==> src/rtl/assert_macros.svh <==
// Assertion macros used by the top level of the indexed insert/remove array.
`ifndef ASSERT_MACROS_SVH
`define ASSERT_MACROS_SVH
`ifndef SYNTH
`define IIAR_ASSERT(name, clk, rst_n, prop) \
  name: assert property (@(posedge clk) disable iff (!rst_n) prop) \
    else $error("assertion failed");
`define IIAR_ASSERT_ALWAYS(name, clk, prop) \
  name: assert property (@(posedge clk) prop) \
    else $error("assertion failed");
`else
`define IIAR_ASSERT(name, clk, rst_n, prop)
`define IIAR_ASSERT_ALWAYS(name, clk, prop)
`endif
`endif

==> src/rtl/iiar_pkg.sv <==
// Shared opcodes, status codes and cell commands of the indexed insert/remove array.
`default_nettype none
package iiar_pkg;

  localparam logic [2:0] OP_PUSH   = 3'd0;
  localparam logic [2:0] OP_INSERT = 3'd1;
  localparam logic [2:0] OP_POP    = 3'd2;
  localparam logic [2:0] OP_REMOVE = 3'd3;
  localparam logic [2:0] OP_GET    = 3'd4;
  localparam logic [2:0] OP_SET    = 3'd5;

  localparam logic [1:0] ST_OK     = 2'd0;
  localparam logic [1:0] ST_BADIDX = 2'd1;
  localparam logic [1:0] ST_EMPTY  = 2'd2;
  localparam logic [1:0] ST_FULL   = 2'd3;

  localparam int unsigned OPCODE_W   = 3;
  localparam int unsigned POSITION_W = 5;
  localparam int unsigned VALUE_W    = 8;
  localparam int unsigned STATUS_W   = 2;
  localparam int unsigned COUNT_W    = 5;

  // What every cell of the row does at the next clock edge.
  typedef enum logic [1:0] {
    CMD_NONE,
    CMD_WRITE,
    CMD_INSERT,
    CMD_REMOVE
  } cmd_e;

endpackage
`default_nettype wire

==> src/rtl/iiar_cell.sv <==
// One storage cell of the array row: holds an element and shifts with its neighbors.
`default_nettype none
module iiar_cell #(
  parameter int unsigned ELEM_WIDTH = 8,
  parameter int unsigned IDX_W      = 4,
  parameter int unsigned INDEX      = 0
) (
  input  wire logic                  clk_i,
  input  wire iiar_pkg::cmd_e        cmd_i,
  input  wire logic [IDX_W-1:0]      idx_i,
  input  wire logic [IDX_W-1:0]      rd_idx_i,
  input  wire logic [ELEM_WIDTH-1:0] val_i,
  input  wire logic [ELEM_WIDTH-1:0] left_i,
  input  wire logic [ELEM_WIDTH-1:0] right_i,
  output logic      [ELEM_WIDTH-1:0] data_o,
  output logic      [ELEM_WIDTH-1:0] rd_o
);

  localparam logic [IDX_W-1:0] MyIdx = IDX_W'(INDEX);

  logic [ELEM_WIDTH-1:0] data_q, data_d;
  logic                  at_idx, above_idx;

  assign at_idx    = (idx_i == MyIdx);
  assign above_idx = (MyIdx > idx_i);

  always_comb begin
    data_d = data_q;
    case (cmd_i)
      iiar_pkg::CMD_WRITE: begin
        if (at_idx) data_d = val_i;
      end
      iiar_pkg::CMD_INSERT: begin
        // Cells above the insertion point take the element from below.
        if (at_idx) data_d = val_i;
        else if (above_idx) data_d = left_i;
      end
      iiar_pkg::CMD_REMOVE: begin
        if (at_idx || above_idx) data_d = right_i;
      end
      default: data_d = data_q;
    endcase
  end

  always_ff @(posedge clk_i) begin
    data_q <= data_d;
  end

  assign data_o = data_q;
  assign rd_o   = (rd_idx_i == MyIdx) ? data_q : '0;

endmodule
`default_nettype wire

==> src/rtl/indexed_insert_remove_array.sv <==
// Top level of the indexed insert/remove array: decode, row of cells and result register.
`default_nettype none
`include "assert_macros.svh"
// The block keeps an ordered list of up to DEPTH elements in a row of cells. Every
// input transfer carries one operation (push, insert at, pop, remove at, get, set)
// and yields exactly one result transfer with the value read, a status code, the
// element count after the operation and an empty flag. All cells compare their own
// position with the index and shift in parallel, so a new input transfer is taken
// every cycle while the result register is free or being drained. A failed operation
// reports its status and leaves the list unchanged.
module indexed_insert_remove_array_core #(
  parameter int unsigned DEPTH      = 16,
  parameter int unsigned ELEM_WIDTH = 8
) (
  input  wire logic        clk_i,
  input  wire logic        rst_ni,
  input  wire logic        s_axis_tvalid,
  output logic             s_axis_tready,
  // [2:0] opcode, [7:3] position, [15:8] value_in
  input  wire logic [15:0] s_axis_tdata,
  output logic             m_axis_tvalid,
  input  wire logic        m_axis_tready,
  // [7:0] value_out, [9:8] status, [14:10] count, [15] is_empty
  output logic      [15:0] m_axis_tdata
);

  localparam int unsigned FILL_W = $clog2(DEPTH + 1);
  localparam int unsigned IDX_W  = (DEPTH > 1) ? $clog2(DEPTH) : 1;
  localparam int unsigned CMP_W  = (FILL_W > iiar_pkg::POSITION_W) ?
                                   FILL_W : iiar_pkg::POSITION_W;
  localparam logic [FILL_W-1:0] FillMax = FILL_W'(DEPTH);

  logic [iiar_pkg::OPCODE_W-1:0]   opcode;
  logic [iiar_pkg::POSITION_W-1:0] position;
  logic [iiar_pkg::VALUE_W-1:0]    value_in;
  logic                            accept;

  assign opcode   = s_axis_tdata[2:0];
  assign position = s_axis_tdata[7:3];
  assign value_in = s_axis_tdata[15:8];
  assign accept   = s_axis_tvalid && s_axis_tready;

  logic [FILL_W-1:0] fill_q, fill_d;
  logic [CMP_W-1:0]  pos_ext, fill_ext;
  logic              full, empty;

  assign pos_ext  = CMP_W'(position);
  assign fill_ext = CMP_W'(fill_q);
  assign full     = (fill_q == FillMax);
  assign empty    = (fill_q == '0);

  iiar_pkg::cmd_e        cmd;
  logic [IDX_W-1:0]      idx, rd_idx;
  logic                  rd_en;
  logic [1:0]            status;
  logic [ELEM_WIDTH-1:0] val_elem;

  assign val_elem = ELEM_WIDTH'(value_in);

  always_comb begin
    cmd    = iiar_pkg::CMD_NONE;
    idx    = IDX_W'(pos_ext);
    rd_idx = IDX_W'(pos_ext);
    rd_en  = 1'b0;
    status = iiar_pkg::ST_OK;
    fill_d = fill_q;
    case (opcode)
      iiar_pkg::OP_PUSH: begin
        if (full) begin
          status = iiar_pkg::ST_FULL;
        end else begin
          cmd    = iiar_pkg::CMD_WRITE;
          idx    = IDX_W'(fill_q);
          fill_d = fill_q + FILL_W'(1);
        end
      end
      iiar_pkg::OP_INSERT: begin
        if (pos_ext > fill_ext) begin
          status = iiar_pkg::ST_BADIDX;
        end else if (full) begin
          status = iiar_pkg::ST_FULL;
        end else begin
          cmd    = iiar_pkg::CMD_INSERT;
          fill_d = fill_q + FILL_W'(1);
        end
      end
      iiar_pkg::OP_POP: begin
        if (empty) begin
          status = iiar_pkg::ST_EMPTY;
        end else begin
          rd_idx = IDX_W'(fill_q - FILL_W'(1));
          rd_en  = 1'b1;
          fill_d = fill_q - FILL_W'(1);
        end
      end
      iiar_pkg::OP_REMOVE: begin
        if (pos_ext >= fill_ext) begin
          status = iiar_pkg::ST_BADIDX;
        end else begin
          cmd    = iiar_pkg::CMD_REMOVE;
          fill_d = fill_q - FILL_W'(1);
        end
      end
      iiar_pkg::OP_GET: begin
        if (pos_ext >= fill_ext) status = iiar_pkg::ST_BADIDX;
        else rd_en = 1'b1;
      end
      iiar_pkg::OP_SET: begin
        if (pos_ext >= fill_ext) status = iiar_pkg::ST_BADIDX;
        else cmd = iiar_pkg::CMD_WRITE;
      end
      default: status = iiar_pkg::ST_OK;
    endcase
  end

  iiar_pkg::cmd_e        cell_cmd;
  logic [ELEM_WIDTH-1:0] cell_data [DEPTH];
  logic [ELEM_WIDTH-1:0] cell_rd   [DEPTH];

  assign cell_cmd = accept ? cmd : iiar_pkg::CMD_NONE;

  for (genvar i = 0; i < DEPTH; i++) begin : g_cell
    logic [ELEM_WIDTH-1:0] left, right;
    if (i == 0) begin : g_first
      assign left = '0;
    end else begin : g_left
      assign left = cell_data[i-1];
    end
    // The top cell never receives from above; it keeps its own element.
    if (i == DEPTH - 1) begin : g_last
      assign right = cell_data[i];
    end else begin : g_right
      assign right = cell_data[i+1];
    end
    iiar_cell #(
      .ELEM_WIDTH(ELEM_WIDTH),
      .IDX_W     (IDX_W),
      .INDEX     (i)
    ) u_cell (
      .clk_i   (clk_i),
      .cmd_i   (cell_cmd),
      .idx_i   (idx),
      .rd_idx_i(rd_idx),
      .val_i   (val_elem),
      .left_i  (left),
      .right_i (right),
      .data_o  (cell_data[i]),
      .rd_o    (cell_rd[i])
    );
  end

  logic [ELEM_WIDTH-1:0] rd_any;

  always_comb begin
    rd_any = '0;
    for (int i = 0; i < DEPTH; i++) begin
      rd_any = rd_any | cell_rd[i];
    end
  end

  logic                              out_valid_q;
  logic [iiar_pkg::VALUE_W-1:0]      out_value_q;
  logic [iiar_pkg::STATUS_W-1:0]     out_status_q;
  logic [iiar_pkg::COUNT_W-1:0]      out_count_q;
  logic                              out_empty_q;

  assign s_axis_tready = !out_valid_q || m_axis_tready;

  always_ff @(posedge clk_i or negedge rst_ni) begin
    if (!rst_ni) begin
      fill_q      <= '0;
      out_valid_q <= 1'b0;
    end else begin
      if (accept) begin
        fill_q      <= fill_d;
        out_valid_q <= 1'b1;
      end else if (m_axis_tready) begin
        out_valid_q <= 1'b0;
      end
    end
  end

  always_ff @(posedge clk_i) begin
    if (accept) begin
      out_value_q  <= rd_en ? iiar_pkg::VALUE_W'(rd_any) : '0;
      out_status_q <= status;
      out_count_q  <= iiar_pkg::COUNT_W'(fill_d);
      out_empty_q  <= (fill_d == '0);
    end
  end

  assign m_axis_tvalid = out_valid_q;
  assign m_axis_tdata  = {out_empty_q, out_count_q, out_status_q, out_value_q};

  `IIAR_ASSERT(a_fill_bound, clk_i, rst_ni, fill_q <= FillMax)
  `IIAR_ASSERT(a_fill_moves_on_transfer, clk_i, rst_ni, (fill_q != $past(fill_q)) |-> $past(accept))
  `IIAR_ASSERT(a_result_follows, clk_i, rst_ni, accept |=> m_axis_tvalid)
  `IIAR_ASSERT(a_full_means_depth, clk_i, rst_ni, (accept && status == iiar_pkg::ST_FULL) |-> full)
  `IIAR_ASSERT(a_empty_pop_flag, clk_i, rst_ni, (m_axis_tvalid && out_status_q == iiar_pkg::ST_EMPTY) |-> out_empty_q)

endmodule
`default_nettype wire
==> config.mk <==
export PLATFORM = sky130hd
export DESIGN_NAME = indexed_insert_remove_array_core
export DESIGN_NICKNAME = d
export VERILOG_FILES = /design/src/rtl/iiar_pkg.sv /design/src/rtl/iiar_cell.sv /design/src/rtl/indexed_insert_remove_array.sv
export VERILOG_INCLUDE_DIRS = /design/src /design/src/rtl
export SDC_FILE = /design/constraint.sdc
export NUM_CORES = 1
export LEC_CHECK = 0
export ABC_AREA = 1
export BUFFER_PORTS_ARGS = -buffer_cell sky130_fd_sc_hd__clkbuf_2
export CORE_ASPECT_RATIO = 1.75
export CORE_MARGIN = 8
export CORE_UTILIZATION = 30
export CTS_BUF_LIST = sky130_fd_sc_hd__clkbuf_8
export DETAILED_ROUTE_END_ITERATION = 8
export GPL_TIMING_DRIVEN = 0
export PLACE_DENSITY_LB_ADDON = 0.25
export SLEW_MARGIN = 20
export SYNTH_ARGS = -nofsm -noshare
export SYNTH_HDL_FRONTEND = slang
export SYNTH_SLANG_ARGS = --single-unit
==> constraint.sdc <==
create_clock -name clk_i -period 5.7 [get_ports clk_i]
set_input_delay 1.14 -clock clk_i [delete_from_list [all_inputs] [get_ports clk_i]]
set_output_delay 1.14 -clock clk_i [all_outputs]
set_load 0.02 [all_outputs]
### Word level (Yosys, flattened, before mapping)

Cells that the tools add are included.

| word-level totals | value |
|---|---|
| register bits after elaboration | 150 |
| bits in latches | 0 |
| bits in writable memories | 0 |
| memory bits (read-only) | 0 |
| bits of input ports | 20 |
| output and inout bits | 18 |
| word-level logic and storage cells | 307 |
| memories kept | 0 |

| operators by class | value |
|---|---|
| add/sub/neg operators | 2 |
| $mul | 0 |
| div/mod/pow operators | 0 |
| magnitude comparators | 18 |
| equality and inequality tests | 86 |
| shifts and indexed selects | 0 |
| multiplexer cells | 121 |
| bitwise gates (word level) | 15 |
| reductions and logical operators | 43 |

Operators with widths:

| operator | count |
|---|---|
| $mux W8 | 79 |
| $pmux W8 S3 | 15 |
| $or A8 B8 Y8 | 15 |
| $eq A4 B4 Y1 const B | 16 |
| $ne A2 B1 Y1 const B | 31 |
| $reduce_and A4 Y1 | 15 |
| $ne A3 B1 Y1 const B | 16 |
| $eq A4 B3 Y1 const B | 8 |
| $gt A4 B4 Y1 const A | 8 |
| $mux W5 | 4 |
| $pmux W5 S4 | 1 |
| $eq A4 B2 Y1 const B | 4 |
| $gt A3 B4 Y1 const A | 4 |
| $logic_or A1 B1 Y1 | 16 |
| $mux W4 | 4 |
| $pmux W2 S4 | 2 |
| $pmux W8 S2 | 1 |
| $mux W2 | 7 |
| $logic_not A5 Y1 | 2 |
| $eq A4 B1 Y1 const B | 2 |
| $gt A1 B4 Y1 const A | 2 |
| $gt A2 B4 Y1 const A | 2 |
| $logic_not A4 Y1 | 2 |
| $mux W1 | 7 |
| 18 further kinds | 22 |

### Depth between registers and ports, before layout

| depth | value |
|---|---|
| depth after elaboration | 20 |
| gate-level depth with buffers | 17 |
| mapped depth without buffers | 16 |

### Hierarchy

From an unflattened synthesis, not the netlist that was laid out.

| second synthesis, totals | value |
|---|---|
| cell total of the unflattened synthesis | 1,872 |
| area, all modules | 13,350.3 sq um |

Modules (own cells, without submodules):

| module | instances | cells an instance | area an instance (sq um) |
|---|---|---|---|
| indexed_insert_remove_array_core | 1 | 268 | 1,985.7 |
| iiar_cell (g_cell[4].u_cell) | 1 | 104 | 744.5 |
| iiar_cell (g_cell[2].u_cell) | 1 | 102 | 735.7 |
| iiar_cell (g_cell[8].u_cell) | 1 | 98 | 730.7 |
| iiar_cell (g_cell[1].u_cell) | 1 | 102 | 720.7 |
| iiar_cell (g_cell[6].u_cell) | 1 | 104 | 719.4 |
| iiar_cell (g_cell[5].u_cell) | 1 | 101 | 716.9 |
| iiar_cell (g_cell[0].u_cell) | 1 | 98 | 713.2 |
| iiar_cell (g_cell[13].u_cell) | 1 | 102 | 713.2 |
| iiar_cell (g_cell[12].u_cell) | 1 | 98 | 711.9 |
| iiar_cell (g_cell[14].u_cell) | 1 | 102 | 711.9 |
| iiar_cell (g_cell[11].u_cell) | 1 | 99 | 710.7 |
| iiar_cell (g_cell[10].u_cell) | 1 | 103 | 709.4 |
| iiar_cell (g_cell[3].u_cell) | 1 | 100 | 709.4 |
| +3 rows | -- | -- | -- |

### Worst setup path before layout

No wires, ideal clock.

| timing | value |
|---|---|
| path kind | in2reg |
| from | in m_axis_tready |
| to | reg g_cell[12].u_cell.data_q[0] (enable) |
| setup time | 0.384 ns |
| arrival | 3.243 ns |
| required time | 5.316 ns |
| slack | 2.073 ns |
| stages on the path | 9 |
| path buffers | 1 |
| path through | inv_1 -> nand2_1 -> nand2_1 -> inv_1 -> nand2_2 -> buf_2 -> nand2_1 -> inv_1 -> o21ai_0 |

| between the ends | value |
|---|---|
| word-level cells in the longest chain between the ends | 6 |

RTL lines:

| item | RTL line | text |
|---|---|---|
| start: declaration | indexed_insert_remove_array.sv:22 | `input wire logic m_axis_tready,` |
| $logic_or A1 B1 Y1 (*) | indexed_insert_remove_array.sv:167 | `assign s_axis_tready = !out_valid_q \|\| m_axis_tready;` |
| net s_axis_tready | indexed_insert_remove_array.sv:18 | `output logic s_axis_tready,` |
| $logic_and A1 B1 Y1 (*) | indexed_insert_remove_array.sv:41 | `assign accept = s_axis_tvalid && s_axis_tready;` |
| net accept | indexed_insert_remove_array.sv:36 | `logic accept;` |
| $mux W2 (*) | indexed_insert_remove_array.sv:120 | `assign cell_cmd = accept ? cmd : iiar_pkg::CMD_NONE;` |
| $eq A2 B2 Y1 or $eq A2 B1 Y1 (tied branches) | iiar_cell.sv:29 | `case (cmd_i)` |
| $ne A3 B1 Y1 (no source line), or another cell as far along | -- |  |
| $reduce_and A4 Y1 (no source line) (*) | -- |  |
| end signal: assignment | iiar_cell.sv:46 | `data_q <= data_d;` |
| end: declaration | iiar_cell.sv:21 | `logic [ELEM_WIDTH-1:0] data_q, data_d;` |

The timed path passes the listed nets; every way through them passes the cells marked *.
A chain may end at the register's enable or synchronous reset.

### Worst setup path after layout

| timing | value |
|---|---|
| from | in s_axis_tdata[5] |
| to | reg g_cell[6].u_cell.data_q[0] (enable) |

| between the ends | value |
|---|---|
| word-level cells in the longest chain between the ends | 7 |

RTL lines:

| item | RTL line | text |
|---|---|---|
| start: declaration | indexed_insert_remove_array.sv:20 | `input wire logic [15:0] s_axis_tdata,` |
| $ge A5 B5 Y1 or $gt A5 B5 Y1 (tied branches) | indexed_insert_remove_array.sv:97, indexed_insert_remove_array.sv:109, indexed_insert_remove_array.sv:78 |  |
| $mux W1, or another cell as far along | indexed_insert_remove_array.sv:109 | `if (pos_ext >= fill_ext) status = iiar_pkg::ST_BADIDX;` |
| $pmux W2 S4 | indexed_insert_remove_array.sv:67 | `case (opcode)` |
| $mux W2 | indexed_insert_remove_array.sv:120 |  |
| $eq A2 B2 Y1 or $eq A2 B1 Y1 (tied branches) | iiar_cell.sv:29 |  |
| $ne A3 B1 Y1 (no source line), or another cell as far along | -- |  |
| $reduce_and A4 Y1 (no source line) (*) | -- |  |
| end signal: assignment | iiar_cell.sv:46 |  |
| end: declaration | iiar_cell.sv:21 |  |

Every way passes the cells marked *; elsewhere a longest branch is shown, timed or not.

==> Flow_metrics.wiki <==
{| class="wikitable"
! Metric !! Value
|-
| Time the worst path needs with I/O delays and setup || between 4 and 5 ns
|-
| Post-synth net total || around 1400
|-
| Post-synthesis area per instance || 7.42 sq um
|-
| Cell family contributing the most delay on the critical path || compound AO/OA/AOI/OAI gates
|-
| Final net count || 1474
|-
| Placement Rows || 89
|-
| Setup repair after global routing missed its margin || false
|-
| Sw Share || 40.5%
|-
| Largest clock skew in the final design || 0.0139 ns
|-
| WS Path Type || in -> reg
|-
| Slowest cell on the critical path || sky130_fd_sc_hd__a21oi_1
|-
| Detailed-route DRC error count || 0
|-
| DRT Pass-1 Iters || 6
|-
| Count of unique library cells instantiated by Yosys || 37
|-
| Area growth from synthesis to final layout || 11.9%
|-
| Buffer levels on the longest clock path || 2
|-
| Top library cells by usage in the layout, fill and taps aside || sky130_fd_sc_hd__nand2_1, sky130_fd_sc_hd__nand3_1, sky130_fd_sc_hd__edfxtp_1, sky130_fd_sc_hd__o21ai_1, sky130_fd_sc_hd__nor2_1
|-
| Final weighted congestion in routability-driven placement || 1.08
|-
| Worst max-slew margin expressed relative to the limit || 22.5%
|-
| Number of global-route vias before repair || 10500
|-
| Yosys reg bits || 150
|-
| Avg WL per Cell || 30.8 microns
|-
| Smallest hold slack || 0.445 ns
|-
| Remaining global-route overflow || 0
|-
| Antenna violations before repair || 2
|-
| Share of cells above drive strength 1 || 14.1%
|-
| Worst-skew pair later-pin latency || 0.51 ns
|-
| Count of maximum capacitance violations || 0
|-
| Floorplan die area || 40600 sq um
|-
| Top achievable clock speed || 249 MHz
|-
| Post-CTS setup buffers || 0
|-
| Port bufs || 36
|-
| Residual antenna-violating net count after detailed routing || 0
|-
| Mapped Cells || between 1000 and 1500
|-
| Leak || 0.00484 uW
|-
| Period utilization || 70.3%
|-
| Maximum number of pins on one net before global-route repair || 21
|-
| Comb pwr share || between 20 and 30%
|-
| Setup crit end kind || flop
|-
| Power dissipated by switching net loads || 1290 uW
|-
| Global-route track usage on met1 || 29.9%
|-
| Register area share after synthesis || 43.7%
|-
| Class of the tightest hold or removal check || in -> async
|-
| Kind of start point of the critical path || primary input
|-
| Post-Syn Area || just over 10000 sq um
|-
| Hold buffer count at CTS || 0
|-
| Peak fanout along the critical path || 8
|-
| Overall power after layout || 3170 uW
|-
| Setup Viol. Count Final || 0
|-
| Number of sinks handled by clock tree synthesis || 150
|-
| Wire length of the first global-routing pass || 81700 microns
|-
| Area after DPL || 11100 sq um
|-
| Pins Over Slew Limit || 0
|-
| Outcome || finished clean
|-
| Power density cells || 277 nW/um^2
|-
| Starting DRT DRC Count || 1646
|-
| Final wirelength || 59000 microns
|-
| Final Hold Violating Endpoints || 0
|-
| Worst vdd rail ir drop || 0.235 mV
|-
| Via-per-instance ratio || 5.72
|-
| Total Neg Setup Slack || 0 ns
|-
| All-layer global routing usage || 29.3%
|-
| Number of ports placed on the die boundary || 38
|-
| Cell seen most often among critical-path stages || sky130_fd_sc_hd__nand2_1
|-
| Vert. Die Dim || 261 microns
|-
| Yosys warning total || 0
|-
| Post-DP HPWL || 44100 microns
|-
| CTS Root Cell || sky130_fd_sc_hd__clkbuf_8
|-
| Critical path data arrival time || 4.14 ns
|-
| Clock power share || 28.1%
|-
| CTS tree || yes
|-
| Resized cells post-CTS || 0
|-
| Fraction of the core area covered by cells at the end of the flow || ~34%
|-
| Global routing's busiest layer || met2
|-
| Starting density of the core || between 30% and 40%
|-
| GRT met2 Usage || about 50%
|-
| Clock transition at path regs || 0.09 ns
|-
| Critical Path, Cell by Cell || clkbuf_2, ha_1, nand2_1, a21oi_1, nor2_2, nand3_1, inv_2, o21ai_1, nand2_2, nand2_1, nor2_1, inv_1, nand2_1, a21oi_1
|-
| Global-route met3 utilization || ~6.4%
|-
| Cell-internal power || 1890 uW
|-
| Maximum level of the CTS H-tree || 4
|-
| Fin area || around 11000 sq um
|-
| Core Region || ~34000 sq um
|-
| Via count || 10900
|-
| Die width || 156 microns
|-
| Most common cell after layout, fill and taps aside || sky130_fd_sc_hd__nand2_1
|-
| Buf/Inv on CP || 3
|-
| Delay of the slowest cell on the worst path || 0.82 ns
|-
| Transition time at the pin with the least slew margin || approximately 1.2 ns
|-
| TritonCTS Buffers || 17
|-
| Data required, critical path || about 5.8 ns
|-
| Reg power frac || 42.4%
|}
[worst paths after layout]
check | from | to | slack, ns | cells after the start
max | s_axis_tdata[5] | g_cell[6].u_cell.data_o[0]$_DFFE_PP_ | 1.69 | 14
max reg2reg | fill_ext[0]$_DFFE_PN0P_ | out_value_q[7]$_SDFFCE_PN0P_ | 1.71 | 16
min in group clk_i | m_axis_tvalid$_DFFE_PN0P_ | m_axis_tvalid$_DFFE_PN0P_ | 0.55 | 2
min | rst_ni | fill_ext[2]$_DFFE_PN0P_ | 0.45 | 1
max in group asynchronous | rst_ni | m_axis_tvalid$_DFFE_PN0P_ | 5.10 | 1
min reg2reg | m_axis_tvalid$_DFFE_PN0P_ | m_axis_tvalid$_DFFE_PN0P_ | 0.55 | 2
[sequential cells by signal, summed over array words and instances, names as in the netlist]
register,count
g_cell.u_cell.data_o,128
out_value_q,8
out_status_q,2
out_empty_q,1
out_count_q,5
m_axis_tvalid,1
fill_ext,5
[layer usage]
layer | part of all wire [%] | vias up
met5 | 0.017 | -
met4 | 9.5 | 2
met3 | 8.6 | 211
met2 | 49 | 800
met1 | 33 | 5175
li1 | - | 4761
[Yosys cell counts]
library cell | number | area (sq um)
sky130_fd_sc_hd__a21oi_1 | 6 | 30.0
sky130_fd_sc_hd__xor2_1 | 4 | 35.0
sky130_fd_sc_hd__o21ai_4 | 4 | 65.1
sky130_fd_sc_hd__nand3_1 | 233 | 1170
sky130_fd_sc_hd__inv_4 | 3 | 18.8
sky130_fd_sc_hd__nand3b_1 | 1 | 7.51
sky130_fd_sc_hd__nor3_4 | 1 | 16.3
sky130_fd_sc_hd__nand4_1 | 3 | 18.8
sky130_fd_sc_hd__nand2_1 | 569 | 2140
sky130_fd_sc_hd__nand3_4 | 3 | 52.6
sky130_fd_sc_hd__nor2_8 | 4 | 80.1
sky130_fd_sc_hd__a21o_1 | 2 | 15.0
sky130_fd_sc_hd__inv_1 | 43 | 161
sky130_fd_sc_hd__nor2_2 | 14 | 87.6
sky130_fd_sc_hd__a31oi_1 | 1 | 6.26
sky130_fd_sc_hd__o21ai_0 | 58 | 290
sky130_fd_sc_hd__clkbuf_1 | 13 | 48.8
sky130_fd_sc_hd__nand4_2 | 2 | 25.0
sky130_fd_sc_hd__buf_1 | 5 | 18.8
sky130_fd_sc_hd__o31ai_1 | 2 | 15.0
sky130_fd_sc_hd__o22ai_1 | 2 | 12.5
sky130_fd_sc_hd__nand2_2 | 10 | 62.6
sky130_fd_sc_hd__o211ai_1 | 3 | 22.5
sky130_fd_sc_hd__buf_2 | 41 | 205
sky130_fd_sc_hd__inv_2 | 10 | 37.5
sky130_fd_sc_hd__ha_1 | 8 | 100
sky130_fd_sc_hd__nor2_1 | 64 | 240
sky130_fd_sc_hd__a21oi_2 | 1 | 8.76
sky130_fd_sc_hd__nor2_4 | 4 | 45.0
sky130_fd_sc_hd__edfxtp_1 | 144 | 4320
sky130_fd_sc_hd__o21ai_1 | 88 | 440
sky130_fd_sc_hd__dfrtp_1 | 6 | 150
sky130_fd_sc_hd__buf_4 | 9 | 67.6
sky130_fd_sc_hd__buf_6 | 10 | 113
sky130_fd_sc_hd__clkbuf_2 | 1 | 5.00
sky130_fd_sc_hd__nand2_4 | 9 | 101
sky130_fd_sc_hd__nand2_8 | 1 | 20.0
[per-stage QoR]
step | instances | worst slack (ns)
after floorplan | 1382 | 2.07
after global placement | 1873 | 0.617
after detailed placement | 1881 | 1.07
after CTS | 1913 | 1.63
after global routing | 1915 | 1.54
final | 1915 | 1.69
[kinds of logic after synthesis]
family,share of synthesized area (%)
AND/OR/NAND/NOR,39.6
AO/OA/AOI/OAI,8.84
flip-flops,43.7
buffers and inverters,6.59
adder cells (fa/ha/maj),0.977
XOR/XNOR,0.342
[cell type report]
cell class                 instances  area (sq um)
fill                            3665         22300
multi-input combinational       1097          5110
sequential                       150          4470
tap                              455           569
buffer                            79           458
timing repair buffer              45           248
clock buffer                      17           234
inverter                          56           218
clock inverter                    15           156
antenna                            1          2.50
[worst reg2reg max path, cell delays in order (launching register included)]
cell	delay [ns]
sky130_fd_sc_hd__dfrtp_1	0.47
sky130_fd_sc_hd__clkbuf_2	0.23
sky130_fd_sc_hd__inv_1	0.28
sky130_fd_sc_hd__ha_1	0.36
sky130_fd_sc_hd__nand3_4	0.16
sky130_fd_sc_hd__nand2_4	0.15
sky130_fd_sc_hd__inv_2	0.04
sky130_fd_sc_hd__nand2_1	0.11
sky130_fd_sc_hd__nand2_1	0.13
sky130_fd_sc_hd__nand2_1	0.26
sky130_fd_sc_hd__nor2_2	0.22
sky130_fd_sc_hd__nand2_1	0.40
sky130_fd_sc_hd__nand2_1	0.10
sky130_fd_sc_hd__nor2_1	0.36
sky130_fd_sc_hd__nand2_1	0.12
sky130_fd_sc_hd__nor2_1	0.27
sky130_fd_sc_hd__nor2_1	0.08
[power by group through the flow]
stage               Clock (uW)  Sequential [uW]  Combinational (uW)
floorplan                    0             1360                 542
detailed placement           0             1370                 907
CTS                        894             1340                 910
finish                     890             1340                 939
global route               923             1350                 991
global placement             0             1370                 900
Power figures use the tool's default switching activity.
